File: src/rtl/rxc_pkg.sv
// ----------------------------------------------------------------------------
// Rotating XOR checksum package
// Types, constants and functions shared by the checksum modules.
// ----------------------------------------------------------------------------
package rxc_pkg;

	localparam int unsigned WORD_W = 32;
	localparam int unsigned POS_W = 5;
	localparam int unsigned CFG_IDX_W = 8;

	localparam logic [POS_W-1:0] POS29_MAX = POS_W'(29 - 1);
	localparam logic [POS_W-1:0] POS31_MAX = POS_W'(31 - 1);

	typedef enum logic [CFG_IDX_W-1:0] {
		REG_BYTE_REVERSE    = 8'd0,
		REG_COMPARE_ENABLED = 8'd1,
		REG_EXPECTED_SUM29  = 8'd2,
		REG_EXPECTED_SUM31  = 8'd3
	} cfg_reg_t;

	typedef struct packed {
		logic [WORD_W-1:0] data_word;
		logic              last_word;
	} in_word_t;

	typedef struct packed {
		logic [WORD_W-1:0] sum_mod29;
		logic [WORD_W-1:0] sum_mod31;
		logic              match;
	} out_word_t;

	typedef struct packed {
		logic              byte_reverse;
		logic              compare_enabled;
		logic [WORD_W-1:0] expected_sum29;
		logic [WORD_W-1:0] expected_sum31;
	} cfg_regs_t;

	typedef struct packed {
		logic fire;
		logic last_word;
	} step_t;

	function automatic logic [WORD_W-1:0] rotl(input logic [WORD_W-1:0] v,
		input logic [POS_W-1:0] n);
		logic [2*WORD_W-1:0] d;
		d = {v, v} << n;
		return d[2*WORD_W-1:WORD_W];
	endfunction

	function automatic logic [WORD_W-1:0] swap_bytes(input logic [WORD_W-1:0] v);
		return {v[7:0], v[15:8], v[23:16], v[31:24]};
	endfunction

endpackage

File: src/rtl/rxc_cfg_regs.sv
// ----------------------------------------------------------------------------
// Rotating XOR checksum configuration registers
// Decodes register writes and holds the four configuration registers.
// ----------------------------------------------------------------------------
module rxc_cfg_regs (
	input  logic                         clk,
	input  logic                         arst_n,
	input  logic                         cfg_valid,
	output logic                         cfg_ready,
	input  logic [rxc_pkg::CFG_IDX_W-1:0] cfg_index,
	input  logic [rxc_pkg::WORD_W-1:0]    cfg_data,
	output rxc_pkg::cfg_regs_t            cfg
);
	import rxc_pkg::*;

	cfg_regs_t cfg_q;

	assign cfg_ready = 1'b1;
	assign cfg = cfg_q;

	always_ff @(posedge clk or negedge arst_n) begin
		if (!arst_n) begin
			cfg_q.byte_reverse    <= 1'b0;
			cfg_q.compare_enabled <= 1'b1;
			cfg_q.expected_sum29  <= '0;
			cfg_q.expected_sum31  <= '0;
		end else if (cfg_valid && cfg_ready) begin
			unique case (cfg_index)
				REG_BYTE_REVERSE: begin
					cfg_q.byte_reverse <= cfg_data[0];
				end
				REG_COMPARE_ENABLED: begin
					cfg_q.compare_enabled <= cfg_data[0];
				end
				REG_EXPECTED_SUM29: begin
					cfg_q.expected_sum29 <= cfg_data;
				end
				REG_EXPECTED_SUM31: begin
					cfg_q.expected_sum31 <= cfg_data;
				end
				default: begin
				end
			endcase
		end
	end

endmodule

File: src/rtl/rxc_in_stage.sv
// ----------------------------------------------------------------------------
// Rotating XOR checksum input stage
// Registers the incoming word and releases it into the accumulators.
// ----------------------------------------------------------------------------
module rxc_in_stage (
	input  logic                      clk,
	input  logic                      arst_n,
	input  logic                      in_valid,
	output logic                      in_stall,
	input  rxc_pkg::in_word_t         in_word,
	input  logic                      out_free,
	output rxc_pkg::step_t            step,
	output logic [rxc_pkg::WORD_W-1:0] data
);
	import rxc_pkg::*;

	logic              valid_s1;
	logic              last_s1;
	logic [WORD_W-1:0] data_s1;
	logic              advance;

	// A last word needs the result register; any other word always moves on.
	assign advance = !last_s1 || out_free;
	assign in_stall = valid_s1 && !advance;

	assign step.fire = valid_s1 && advance;
	assign step.last_word = last_s1;
	assign data = data_s1;

	always_ff @(posedge clk or negedge arst_n) begin
		if (!arst_n) begin
			valid_s1 <= 1'b0;
		end else if (!in_stall) begin
			valid_s1 <= in_valid;
		end
	end

	always_ff @(posedge clk) begin
		if (in_valid && !in_stall) begin
			data_s1 <= in_word.data_word;
			last_s1 <= in_word.last_word;
		end
	end

endmodule

File: src/rtl/rxc_core.sv
// ----------------------------------------------------------------------------
// Rotating XOR checksum core
// Holds both accumulators and position counters and forms the result.
// ----------------------------------------------------------------------------
module rxc_core (
	input  logic                      clk,
	input  logic                      arst_n,
	input  rxc_pkg::step_t            step,
	input  logic [rxc_pkg::WORD_W-1:0] data,
	input  rxc_pkg::cfg_regs_t        cfg,
	output rxc_pkg::out_word_t        res
);
	import rxc_pkg::*;

	logic [WORD_W-1:0] acc29_q;
	logic [WORD_W-1:0] acc31_q;
	logic [POS_W-1:0]  pos29_q;
	logic [POS_W-1:0]  pos31_q;
	logic [WORD_W-1:0] word;
	logic [WORD_W-1:0] sum29;
	logic [WORD_W-1:0] sum31;

	assign word = cfg.byte_reverse ? swap_bytes(data) : data;
	assign sum29 = acc29_q ^ rotl(word, pos29_q);
	assign sum31 = acc31_q ^ rotl(word, pos31_q);

	assign res.sum_mod29 = sum29;
	assign res.sum_mod31 = sum31;
	assign res.match = !cfg.compare_enabled ||
		(sum29 == cfg.expected_sum29 && sum31 == cfg.expected_sum31);

	always_ff @(posedge clk or negedge arst_n) begin
		if (!arst_n) begin
			acc29_q <= '0;
			acc31_q <= '0;
			pos29_q <= '0;
			pos31_q <= '0;
		end else if (step.fire) begin
			if (step.last_word) begin
				acc29_q <= '0;
				acc31_q <= '0;
				pos29_q <= '0;
				pos31_q <= '0;
			end else begin
				acc29_q <= sum29;
				acc31_q <= sum31;
				pos29_q <= (pos29_q == POS29_MAX) ? '0 : pos29_q + 1'b1;
				pos31_q <= (pos31_q == POS31_MAX) ? '0 : pos31_q + 1'b1;
			end
		end
	end

endmodule

File: src/rtl/rxc_out_stage.sv
// ----------------------------------------------------------------------------
// Rotating XOR checksum result register
// Holds one finished result until the downstream side takes it.
// ----------------------------------------------------------------------------
module rxc_out_stage (
	input  logic               clk,
	input  logic               arst_n,
	input  logic               load,
	input  rxc_pkg::out_word_t res,
	output logic               out_free,
	output logic               out_valid,
	input  logic               out_stall,
	output rxc_pkg::out_word_t out_word
);
	import rxc_pkg::*;

	logic      out_valid_q;
	out_word_t out_word_q;

	assign out_free = !out_valid_q || !out_stall;
	assign out_valid = out_valid_q;
	assign out_word = out_word_q;

	always_ff @(posedge clk or negedge arst_n) begin
		if (!arst_n) begin
			out_valid_q <= 1'b0;
		end else if (out_free) begin
			out_valid_q <= load;
		end
	end

	always_ff @(posedge clk) begin
		if (load && out_free) begin
			out_word_q <= res;
		end
	end

endmodule

File: src/rtl/rotating_xor_checksum_29_31.sv
// ----------------------------------------------------------------------------
// Rotating XOR checksum, modulo 29 and modulo 31
// Top level: configuration registers, input stage, core and result register.
// ----------------------------------------------------------------------------
// The block takes one 32-bit word per cycle and folds it, optionally
// byte-reversed, into two XOR sums after rotating it left by position
// counters that run modulo 29 and modulo 31. A last word passes the input
// register into the result register, and words keep streaming in while a
// result waits. Only a last word can stall the input, and only while the
// single result register still holds an earlier result that is stalled.
// Configuration registers are written through the cfg port, which is
// always ready, and must only change while no word is in flight.
module rotating_xor_checksum_29_31 (
	input  logic                         clk,
	input  logic                         arst_n,
	input  logic                         in_valid,
	output logic                         in_stall,
	input  rxc_pkg::in_word_t            in_word,
	output logic                         out_valid,
	input  logic                         out_stall,
	output rxc_pkg::out_word_t           out_word,
	input  logic                         cfg_valid,
	output logic                         cfg_ready,
	input  logic [rxc_pkg::CFG_IDX_W-1:0] cfg_index,
	input  logic [rxc_pkg::WORD_W-1:0]    cfg_data
);
	import rxc_pkg::*;

	cfg_regs_t         cfg;
	step_t             step;
	logic [WORD_W-1:0] data;
	out_word_t         res;
	logic              out_free;

	rxc_cfg_regs u_cfg (
		.clk       (clk),
		.arst_n    (arst_n),
		.cfg_valid (cfg_valid),
		.cfg_ready (cfg_ready),
		.cfg_index (cfg_index),
		.cfg_data  (cfg_data),
		.cfg       (cfg)
	);

	rxc_in_stage u_in (
		.clk      (clk),
		.arst_n   (arst_n),
		.in_valid (in_valid),
		.in_stall (in_stall),
		.in_word  (in_word),
		.out_free (out_free),
		.step     (step),
		.data     (data)
	);

	rxc_core u_core (
		.clk    (clk),
		.arst_n (arst_n),
		.step   (step),
		.data   (data),
		.cfg    (cfg),
		.res    (res)
	);

	rxc_out_stage u_out (
		.clk       (clk),
		.arst_n    (arst_n),
		.load      (step.fire && step.last_word),
		.res       (res),
		.out_free  (out_free),
		.out_valid (out_valid),
		.out_stall (out_stall),
		.out_word  (out_word)
	);

endmodule

File: config.mk
export PLATFORM = sky130hd
export DESIGN_NAME = rotating_xor_checksum_29_31
export DESIGN_NICKNAME = d
export VERILOG_FILES = /design/src/rtl/rxc_pkg.sv /design/src/rtl/rxc_cfg_regs.sv /design/src/rtl/rxc_in_stage.sv /design/src/rtl/rxc_core.sv /design/src/rtl/rxc_out_stage.sv /design/src/rtl/rotating_xor_checksum_29_31.sv
export SDC_FILE = /design/constraint.sdc
export NUM_CORES = 1
export LEC_CHECK = 0
export BUFFER_PORTS_ARGS = -buffer_cell sky130_fd_sc_hd__buf_2
export CAP_MARGIN = 15
export CORE_MARGIN = 2
export CORE_UTILIZATION = 35
export DETAILED_ROUTE_END_ITERATION = 10
export GPL_TIMING_DRIVEN = 0
export PLACE_DENSITY = 0.62
export SLEW_MARGIN = 25
export SYNTH_ARGS = -nofsm -noshare
export SYNTH_HDL_FRONTEND = slang
export SYNTH_SLANG_ARGS = --single-unit
File: constraint.sdc
create_clock -name clk -period 4 [get_ports clk]
set_clock_uncertainty 0.05 [all_clocks]
set_input_delay 0.6 -clock clk [delete_from_list [all_inputs] [get_ports clk]]
set_output_delay 0.6 -clock clk [all_outputs]
set_load 0.02 [all_outputs]
After elaboration in Yosys (flattened, before gate mapping)
Cells that the tools add are included.
- logic and storage cells: 55
- memories kept: 0
- bits in writable memories: 0
- latch bits: 0
- register bits after elaboration: 240
- input bits: 78
- memory bits (read-only): 0
- shift operators: 2
- equality and inequality tests: 7
- multiply operators: 0
- $add $sub $neg: 2
- multiplexer cells: 7
- reduce and logical (&&, ||, !) cells: 20
- $lt $le $gt $ge: 0
- div/mod/pow operators: 0
- bitwise gates (word level): 2
- operator list (operator ; number):
    $shl A64 B5 Y64 ; 2
    $mux W32 ; 3
    $eq A32 B32 Y1 ; 2
    $xor A32 B32 Y32 ; 2
    $mux W5 ; 4
    $eq A8 B2 Y1 const B ; 2
    $add A5 B1 Y5 const B ; 2
    $eq A5 B5 Y1 const B ; 2
    $eq A8 B1 Y1 const B ; 1
    $logic_not A8 Y1 ; 1
    $reduce_and A2 Y1 ; 4
    $logic_and A1 B1 Y1 ; 6
    $logic_not A1 Y1 ; 6
    $logic_or A1 B1 Y1 ; 3

Depth between registers and ports, before layout
Gate-level depths: netlist of run 1.
- word-level depth: 7
- mapped depth: 17
- gate-level depth less buffers: 10

By module
A second synthesis of run 1 with hierarchy kept.
- cells, all modules: 1518
- area, all modules: 17565.6 µm²
- by module, submodules not included (module ; area an instance (µm²) ; cells an instance ; times used ; seq. area each (µm²)):
    rxc_core ; 11818.8 ; 1260 ; 1 ; 1851.8
    rxc_cfg_regs ; 2670.1 ; 147 ; 1 ; 1652.8
    rxc_out_stage ; 1999.4 ; 69 ; 1 ; 1976.9
    rxc_in_stage ; 1071.0 ; 41 ; 1 ; 1016.0
    rotating_xor_checksum_29_31 ; 6.3 ; 1 ; 1 ; 0.0

Worst setup path before layout of run 1
OpenSTA, ideal clock, no wires.
- kind: flip-flop to flip-flop
- from: reg u_core.pos31_q[1]
- to: reg u_out.out_word_q, in the netlist u_out.out_word[0], data pin
- clock period less this slack: 3.629 ns
- setup time: 0.145 ns
- setup slack: 0.371 ns
- arrival time: 3.434 ns
- data required time: 3.805 ns
- cell stages (with the launch flop): 13
- cell sequence: dfrtp_1 > buf_2 > buf_4 > buf_2 > mux4_2 > mux4_2 > mux4_2 > xnor3_1 > o211ai_1 > a2111o_1 > nor4_1 > nand4_1 > o21ai_1
- RTL lines (what ; line ; text):
    start: declaration ; rxc_core.sv:18 ; logic [POS_W-1:0] pos31_q;
    start signal: assignment ; rxc_core.sv:48 ; pos31_q <= (pos31_q == POS31_MAX) ? '0 : pos31_q + 1'b1;
    end signal: assignment ; rxc_out_stage.sv:34 ; out_word_q <= res;
    end: declaration ; rxc_out_stage.sv:18 ; out_word_t out_word_q;

==> flow_summary.yaml, run 1 <==
layout:
  syn2layout_area_growth_pct: 20.8
  nets: 2168
  layout_common_cells: "buf_2 (159), nand2_1 (158), dfrtp_1 (139)"
  drive_gt1_share_pct: 34.6
  mostFrequentLayoutCell: "buf_2"
  final_core_util_pct: 42.6
global_route:
  grt_remaining_overflow: 0
  antenna_found_initial: 0
  grt_pass1_wl_mm: 126
  grt_usage_pct: 29.3
  grt_pass1_vias: 17200
  grt_max_degree: 82
sta:
  rsz0062_at_grt: "yes"
  worst_slew_pin_slew_ns: 1.09
  fin_crit_sh_pct: 108
  fin_crit_ns: 4.34
  fmax_mhz: 231
  finalMaxSlewViolations: 0
  fin_ws_ns: -0.337
  setup_viol: 1
  final_hold_viol_count: 0
  slew_headroom_pct: 27.1
worst_setup_path:
  worstRegToRegCells: 10
  ff2ff_setup_slack_ns: -0.34
  reg2reg_to: "u_out.out_word[0]"
  path_class: "flop to flop"
  worst_ep_required_time_ns: 4.37
  arrival_ns: 4.71
  r2r_start: "u_in.data[17]"
  cp-end-kind: "flop"
  critPathLaunchType: "flop"
  path_max_fanout: 10
floorplanning:
  rows: 87
  die_h_um: 242
  dieWidth_um: 242
  core_um2: 56300
  initial_core_util_pct: 35.3
  die_area_um2: 58700
  io_pins: 146
logic_synthesis:
  synth-edff-count: 98
  syn-num-nets: 1944
  synth.largest_area_cell: "dfrtp_1"
  synth_area_per_cell_um2: 10.7
  synth_area_leaders: "dfrtp_1 (18%), edfxtp_1 (15%), mux4_2 (14%)"
  synthArstFlopShare_pct: 59.2
  yosys.cell_types.count: 99
  yosysWarnings: 0
  yosysSeqAreaShare_pct: 32.7
  syn_area_um2: 19900
  synth_cells: 1862
  synth_top_area_share_pct: 17.8
  ys_seq_elements: 240
  synthFlopType: "dfrtp_1"
placed_design:
  dp_slack_ns: -1.86
  gp_congestion: 0.983
  portBuffers: 144
  hpwl_mm: 66.8
power_and_ir_drop:
  power_density_nw_per_um2: 551
  ir_drop_v: 0.000362
  leakagePower_nw: 9.18
clock_tree:
  cts_buffer_depth: 3
  clk_latency_ns: 0.62
  cts_buffers: 29
  cts.sinks: 240
  clk_pin_slew_ns: 0.07
  cts_root_buf: "clkbuf_16"
  ctsHtreeMaxLevel: 1
  cts_tree: "built"
worst_hold_path:
  hold_class: "input port to flop"
  whs_path_depth: 1
  worstHoldEndpoint: "u_in.data[27]"
  min-delay-start: "in_word[28]"
drt:
  drt_wl_total_mm: 88.1
  dr.pass1.iters: 5
  ant_nets: 0
  drcViolationCount: 0
  drt-vias-per-instance: 6.34
  vias: 18200
  drt_iter0_markers: 2101
  post_drt_wl_per_cell_um: 30.8
status:
  status: "complete, but fails checks"
  violations: "setup timing"
run:
  max_cap_violations: 0
[routing by layer]
| layer | global-route usage [%] | share of wire, % | vias to the layer above |
|---|---|---|---|
| met5 | 0 | 0 | - |
| met4 | 15.2 | 6.3 | 0 |
| met3 | 4.45 | 8.1 | 254 |
| met2 | 46.1 | 45 | 1147 |
| met1 | 39.1 | 41 | 9170 |
| li1 | - | - | 7611 |
[report_power, final]
part | switching [mW] | internal, mW
clock network | 1.20 | 1.67
registers | 0.393 | 3.16
logic | 4.08 | 2.72
total | 5.68 | 7.55
[stage by stage]
stage / hold WS (ns) / power, mW / area [um2] / TNS (ns) / std cells
after global placement: 0.414 / 9.48 / 21500 / -20.92 / 2762
after global routing: 0.0946 / 13.7 / 24000 / -0.399 / 2865
after floorplan: 0.254 / 7.40 / 19900 / 0 / 1862
final: 0.0995 / 13.2 / 24000 / -0.337 / 2866
after CTS: 0.0791 / 12.9 / 23600 / -0.305 / 2852
after detailed placement: 0.426 / 9.54 / 21700 / -14.38 / 2767
[cells by family after synthesis]
| kind of cell | after synthesis | synth area share (%) |
|---|---|---|
| flops | 240 | 32.7 |
| fa+ha+maj | 4 | 0.252 |
| simple gates | 499 | 12.9 |
| xor+xnor | 119 | 5.99 |
| compound gates | 383 | 13.9 |
| mux | 390 | 29.1 |
| buf+inv | 226 | 5.13 |
| other cells | 1 | 0.0189 |
[Yosys cell counts (7+ instances only)]
| master | instances |
|---|---|
| o2111ai_1 | 11 |
| buf_1 | 29 |
| a211oi_1 | 10 |
| edfxtp_1 | 98 |
| xnor3_1 | 8 |
| o22ai_1 | 23 |
| or2_2 | 10 |
| mux4_1 | 13 |
| o31ai_1 | 36 |
| clkbuf_1 | 107 |
| buf_4 | 15 |
| nor2_1 | 65 |
| dfrtp_1 | 141 |
| a21oi_1 | 21 |
| nand3_1 | 45 |
| mux2_2 | 115 |
| nor3_1 | 30 |
| xor2_1 | 43 |
| nor4_1 | 12 |
| o32ai_1 | 8 |
| inv_1 | 36 |
| and3_1 | 13 |
| nor2b_1 | 38 |
| o21ai_1 | 7 |
| nor3b_1 | 10 |
| or3_1 | 13 |
| and2_1 | 18 |
| mux2i_1 | 139 |
| buf_2 | 27 |
| xnor2_1 | 65 |
| mux4_2 | 122 |
| a22oi_1 | 12 |
| o211ai_1 | 8 |
| nand2_1 | 159 |
| o21ai_0 | 111 |
| a22o_1 | 17 |
| a311oi_1 | 7 |
| nand4_1 | 22 |
| nand3b_1 | 15 |
| a32oi_1 | 12 |
| nand2b_1 | 25 |
[cell type report]
cell class	instances	area [um2]
Multi-Input combinational cell	1396	13100
Sequential cell	240	6500
Inverter	40	151
Antenna cell	1	2.50
Tap cell	756	946
Clock buffer	36	782
Fill cell	5446	32300
Clock inverter	18	236
Timing Repair Buffer	198	1240
Buffer	181	1040
[registers in the layout, summed over array words and instances, names as in the netlist]
signal           count
u_in.valid_s1        1
u_core.pos29_q       5
u_out.out_word      65
u_in.data           32
u_core.pos31_q       5
u_in.last_s1         1
u_core.acc29_q      32
u_core.acc31_q      32
u_out.out_valid      1
u_cfg.cfg           66
[timing repair]
item | CTS | global route
gates resized for setup | 163 | 118
buffers inserted | 29 | 18
hold buffers | 1 | 0
pin swaps | 18 | 24
gates cloned | 2 | 0
setup endpoints to repair | 55 | 11
endpoints found under the hold margin | 60 | 0
[how the worst max path moves through the flow]
stage,slack [ns],to,cells past startpoint,startpoint
2_1_floorplan,0.37,u_out.out_word[0],12,u_core.pos31_q[1]
3_3_place_gp,-1.93,u_out.out_word[0],12,u_cfg.cfg[65]
3_5_place_dp,-1.86,u_out.out_word[0],12,u_cfg.cfg[65]
4_1_cts,-0.31,u_out.out_word[0],12,u_core.pos31_q[0]
5_1_grt,-0.40,u_out.out_word[0],15,u_core.pos31_q[1]
6_report,-0.34,u_out.out_word[0],10,u_in.data[17]
[worst max-delay path, stage by stage, from the launching register on]
cell and delay [ns]:
edfxtp_1 0.46, clkbuf_2 0.33, mux4_2 0.60, mux4_2 0.52, mux4_2 0.57, xnor3_1 0.26
o211ai_1 0.26, a2111o_1 0.46, nor4_2 0.28, nand4_1 0.13, o21ai_2 0.21
No activity file was read; power rests on OpenSTA's default activity.
==> run 2, diff against run 1 <==
Settings changed: CORE_ASPECT_RATIO from default to 1.5.
==> flow_summary.yaml, run 2 (synthesized netlist as in run 1, its figures left out) <==
placed_design:
  gp_congestion: 0.992
  place_area_um2: 21700
  hpwl_mm: 68.4
  portBuffers: 144
layout:
  syn2layout_area_growth_pct: 19.9
  drive_gt1_share_pct: 34.0
  layout_common_cells: "buf_2 (169), nand2_1 (156), dfrtp_1 (138)"
  final_area_um2: 23800
  mostFrequentLayoutCell: "buf_2"
  nets: 2174
  largest_register_ffs: 66
  n_fill_cell: 5596
power_and_ir_drop:
  p_int_mw: 7.19
  clockPowerShare_pct: 19.4
  seqPwrFrac_pct: 28.1
  power_density_nw_per_um2: 534
  ir_drop_v: 0.000316
  p_sw_share_pct: 43.4
  pwr-share-comb_pct: 52.6
  switchingPower_mw: 5.52
  leakagePower_nw: 9.08
sta:
  fin_crit_ns: 4.24
  fmax_mhz: 236
  finalMaxSlewViolations: 0
  fin_ws_ns: -0.237
  fin_crit_sh_pct: 106
  finalSetupTns_ns: -0.237
  slew_headroom_pct: 30.4
  worst_slew_pin_slew_ns: 1.04
  rsz0062_at_grt: "yes"
  setup_viol: 1
  final_hold_viol_count: 0
  whs_ns: 0.137
drt:
  drcViolationCount: 0
  vias: 18400
  drt-vias-per-instance: 6.38
  dr.pass1.iters: 5
  drt_iter0_markers: 1863
  ant_nets: 0
  post_drt_wl_per_cell_um: 31.0
  drt_wl_total_mm: 89.0
worst_hold_path:
  hold_class: "input port to flop"
  whs_path_depth: 1
  min-delay-start: "in_word[2]"
floorplanning:
  die_h_um: 296
  core_um2: 56500
  die_area_um2: 58700
  dieWidth_um: 199
  initial_core_util_pct: 35.2
  rows: 107
  io_pins: 146
worst_setup_path:
  worst_ep_required_time_ns: 4.37
  worstRegToRegCells: 12
  r2r_start: "u_core.pos29_q[0]"
  arrival_ns: 4.61
  cp-startpoint: "u_core.pos29_q[0]"
  path_max_fanout: 10
  critPathLaunchType: "flop"
  cp-end-kind: "flop"
  path_class: "flop to flop"
clock_tree:
  cts_buffers: 26
  cts_root_buf: "clkbuf_16"
  clk_pin_slew_ns: 0.07
  ctsHtreeMaxLevel: 1
  cts_buffer_depth: 3
  cts_tree: "built"
  cts.sinks: 240
  clk_latency_ns: 0.58
global_route:
  grt_max_degree: 83
  antenna_found_initial: 2
  grt_pass1_vias: 18200
  grt_pass1_wl_mm: 128
  grt_remaining_overflow: 0
  grt_usage_pct: 30.2
status:
  status: "complete, but fails checks"
  violations: "setup timing"
run:
  max_cap_violations: 0
run 2: cell types whose count changed in the layout (fill, tap and decap cells not counted), moves of 5 or more:
cell      previous run  this run
clkbuf_2            46        39
clkbuf_4            10         4
xnor2_1             59        64
buf_2              159       169
buf_8                1         8
run 2: final cells by class:
cell class / instances / area, um2 / share of cell area (%)
inverter: 40 / 151 / 0.636
clock buffer: 31 / 679 / 2.85
clock inverter: 17 / 164 / 0.688
buffer: 183 / 1110 / 4.66
sequential: 240 / 6500 / 27.3
multi-input combinational: 1396 / 13000 / 54.4
timing repair buffer: 205 / 1300 / 5.44
antenna: 1 / 2.50 / 0.0105
tap: 763 / 955 / 4.01
run 2: repair_timing:
item,in CTS,in global routing
buffers inserted,41,15
pin swaps,18,16
gates resized for setup,180,75
endpoints found under the hold margin,60,0
hold buffers,1,0
endpoints found under the setup margin,42,13
gates cloned,0,0
run 2: stage by stage:
| step | cells | power (mW) | util, % | worst slack, ns |
|---|---|---|---|---|
| after global placement | 2769 | 9.42 | 38.1 | -1.74 |
| final | 2876 | 12.7 | 42.2 | -0.237 |
| after detailed placement | 2773 | 9.51 | 38.3 | -1.75 |
| after global routing | 2875 | 13.2 | 42.1 | -0.276 |
| after CTS | 2862 | 12.4 | 41.5 | -0.180 |
| after floorplan | 1862 | 7.40 | - | 0.371 |
run 2: path summary, 6_finish.rpt:
kind,to,slack [ns]
min in group asynchronous,u_in.valid_s1,0.47
hold reg to reg,u_core.acc31_q[2],0.45
hold / removal,u_in.data[1],0.14
setup reg to reg,u_out.out_word[0],-0.24
max in group asynchronous,u_cfg.cfg[64],2.60
setup / recovery,u_out.out_word[0],-0.24
run 2: power by group through the flow:
stage | registers, mW | logic, mW | clock network, mW
floorplan | 3.64 | 3.76 | 0
global placement | 3.57 | 5.85 | 0
detailed placement | 3.58 | 5.93 | 0
CTS | 3.55 | 6.34 | 2.51
global route | 3.61 | 7.00 | 2.60
finish | 3.57 | 6.69 | 2.46
run 2: per-layer routing:
metal	vias up	global-route usage, %	part of all wire [%]
li1	7612	-	-
met1	9141	33.7	34
met2	1220	51.0	48
met3	387	5.40	8.5
met4	0	23.2	9.7
met5	-	0	0
run 2: critical path, stage by stage, from the launching register on:
cell	delay, ns
dfrtp_1	0.39
buf_2	0.24
buf_6	0.20
mux4_2	0.52
mux4_2	0.54
mux2_2	0.35
mux2_2	0.38
xnor3_1	0.28
nand2_2	0.08
a2111o_1	0.32
nor4_2	0.35
nand4_1	0.20
o21ai_1	0.17
==> run 3, diff against run 2 <==
Settings changed: RECOVER_POWER from default to 50, SKIP_CTS_REPAIR_TIMING from default to 1, SLEW_MARGIN 25 to 20.
==> flow_summary.yaml, run 3 (synthesized netlist as in run 1, its figures left out) <==
status:
  status: "complete, but fails checks"
  violations: "capacitance limit, slew limit, setup timing"
sta:
  fin_crit_ns: 4.21
  final_hold_viol_count: 0
  fmax_mhz: 237
  finalSetupTns_ns: -0.215
  slew_headroom_pct: -18.7
  rsz0062_at_grt: "yes"
  fin_ws_ns: -0.215
  fin_crit_sh_pct: 105
  finalMaxSlewViolations: 95
  worst_slew_pin_slew_ns: 1.78
  setup_viol: 1
clock_tree:
  cts_buffers: 26
  cts_tree: "built"
  ctsHtreeMaxLevel: 1
  cts_root_buf: "clkbuf_16"
  cts_buffer_depth: 3
  clk_latency_ns: 0.58
  clk_pin_slew_ns: 0.08
  cts.sinks: 240
layout:
  regArea_um2: 6500
  diodes: 0
  layout_common_cells: "nand2_1 (157), dfrtp_1 (138), clkbuf_1 (129)"
  syn2layout_area_growth_pct: 17.9
  drive_gt1_share_pct: 29.5
  n_fill_cell: 5639
  multiInputGateArea_um2: 12900
  largest_register_ffs: 66
  nets: 2145
  mostFrequentLayoutCell: "nand2_1"
drt:
  dr.pass1.iters: 6
  drt_wl_total_mm: 88.1
  drt_iter0_markers: 1740
  drcViolationCount: 0
  ant_nets: 0
  drt-vias-per-instance: 6.36
  post_drt_wl_per_cell_um: 31.0
  vias: 18100
worst_setup_path:
  path_class: "flop to flop"
  worst_ep_required_time_ns: 4.36
  cp-end-kind: "flop"
  r2r_start: "u_core.pos29_q[2]"
  arrival_ns: 4.58
  path_max_fanout: 7
  reg2reg_to: "u_out.out_word[0]"
  crit_chain: "buf_6 -> mux4_2 -> mux2_2 -> mux4_2 -> nand4_1 -> o311a_1 -> o311ai_1 -> or4_1 -> nor4_2 -> nand4_1 -> o21ai_1"
  critPathLaunchType: "flop"
  ff2ff_setup_slack_ns: -0.21
  critical-path-slowest-cell: "mux4_2"
  worstRegToRegCells: 11
  critPathMaxStageDelay_ns: 0.64
power_and_ir_drop:
  pwr-share-comb_pct: 50.9
  p_int_mw: 7.28
  p_sw_share_pct: 43.0
  seqPwrFrac_pct: 28.0
  leakagePower_nw: 8.75
  clockPowerShare_pct: 21.1
  ir_drop_v: 0.000361
  switchingPower_mw: 5.49
  power_density_nw_per_um2: 545
  total_power_mw: 12.8
global_route:
  grt_max_degree: 83
  antenna_found_initial: 0
  grtUsageMet3_pct: 5.37
  grt_pass1_wl_mm: 126
  met2_usage_pct: 50.0
  busiest_layer: "met2"
  grt_pass1_vias: 17900
  grt_usage_pct: 29.8
  met1_usage_pct: 33.1
  grt_remaining_overflow: 0
worst_hold_path:
  whs_path_depth: 1
  hold_class: "input port to flop"
  worstHoldEndpoint: "u_in.data[29]"
  min-delay-start: "in_word[30]"
floorplanning:
  core_um2: 56500
  io_pins: 146
  die_h_um: 296
  initial_core_util_pct: 35.2
  dieWidth_um: 199
  rows: 107
  die_area_um2: 58700
placed_design:
  portBuffers: 144
  gp_congestion: 0.992
  hpwl_mm: 68.5
run:
  max_cap_violations: 2
run 3: cell types whose count changed in the layout (fill, tap and decap cells not counted), sizes merged:
cell,before,now
buf,287,165
inv,41,44
clkinv,9,6
clkbuf,131,225
clkinvlp,5,2
diode,1,0
bufinv,2,4
run 3: worst max-delay path, delay by kind of cell, from the launching register on:
family                 cells  cell delay (ns)
muxes                      3             1.61
buffers and inverters      1             0.17
DFF                        1             0.44
and+or+nand+nor            4             1.25
AOI/OAI and AO/OA          3             0.52
run 3: worst max-delay path by stage:
stage,to,slack [ns],cells after the start,startpoint
after floorplan,u_out.out_word[0],0.37,12,u_core.pos31_q[1]
after global routing,u_out.out_word[0],-0.35,14,u_core.pos31_q[1]
after detailed placement,u_out.out_word[0],-1.71,12,u_cfg.cfg[65]
after global placement,u_out.out_word[0],-1.74,12,u_cfg.cfg[65]
after CTS,u_out.out_word[0],-1.78,12,u_cfg.cfg[65]
final,u_out.out_word[0],-0.21,11,u_core.pos29_q[2]
run 3: through the flow:
| step | setup slack [ns] | cells | cell area [um2] | utilization (%) | hold WS (ns) |
|---|---|---|---|---|---|
| floorplan | 0.371 | 1862 | 19900 | - | 0.254 |
| global placement | -1.74 | 2769 | 21500 | 38.1 | 0.417 |
| detailed placement | -1.71 | 2773 | 21700 | 38.3 | 0.437 |
| CTS | -1.78 | 2821 | 22600 | 40.0 | -0.0893 |
| global route | -0.349 | 2846 | 23400 | 41.5 | 0.147 |
| finish | -0.215 | 2846 | 23400 | 41.5 | 0.157 |
run 3: layout make-up:
class / count / share of cell area (%)
inverters: 40 / 0.657
well taps: 763 / 4.07
flip-flops and latches: 240 / 27.7
plain buffers: 183 / 4.44
repair buffers: 176 / 3.83
multi-input cells: 1396 / 55.3
clock inverters: 16 / 0.849
clock buffers: 32 / 3.14
run 3: power groups by stage:
| stage | clock network [mW] | logic, mW | registers, mW |
|---|---|---|---|
| CTS | 2.73 | 5.96 | 3.54 |
| floorplan | 0 | 3.76 | 3.64 |
| detailed placement | 0 | 5.93 | 3.59 |
| finish | 2.69 | 6.50 | 3.58 |
| global route | 2.83 | 6.78 | 3.62 |
| global placement | 0 | 5.85 | 3.57 |
run 3: layer usage:
| layer | wire length (um) | part of all wire (%) | vias up |
|---|---|---|---|
| met1 | 30500 | 35 | 9059 |
| met3 | 6590 | 7.5 | 392 |
| met2 | 41800 | 47 | 1080 |
| met5 | 0 | 0 | - |
| met4 | 9220 | 10 | 0 |
| li1 | - | - | 7561 |
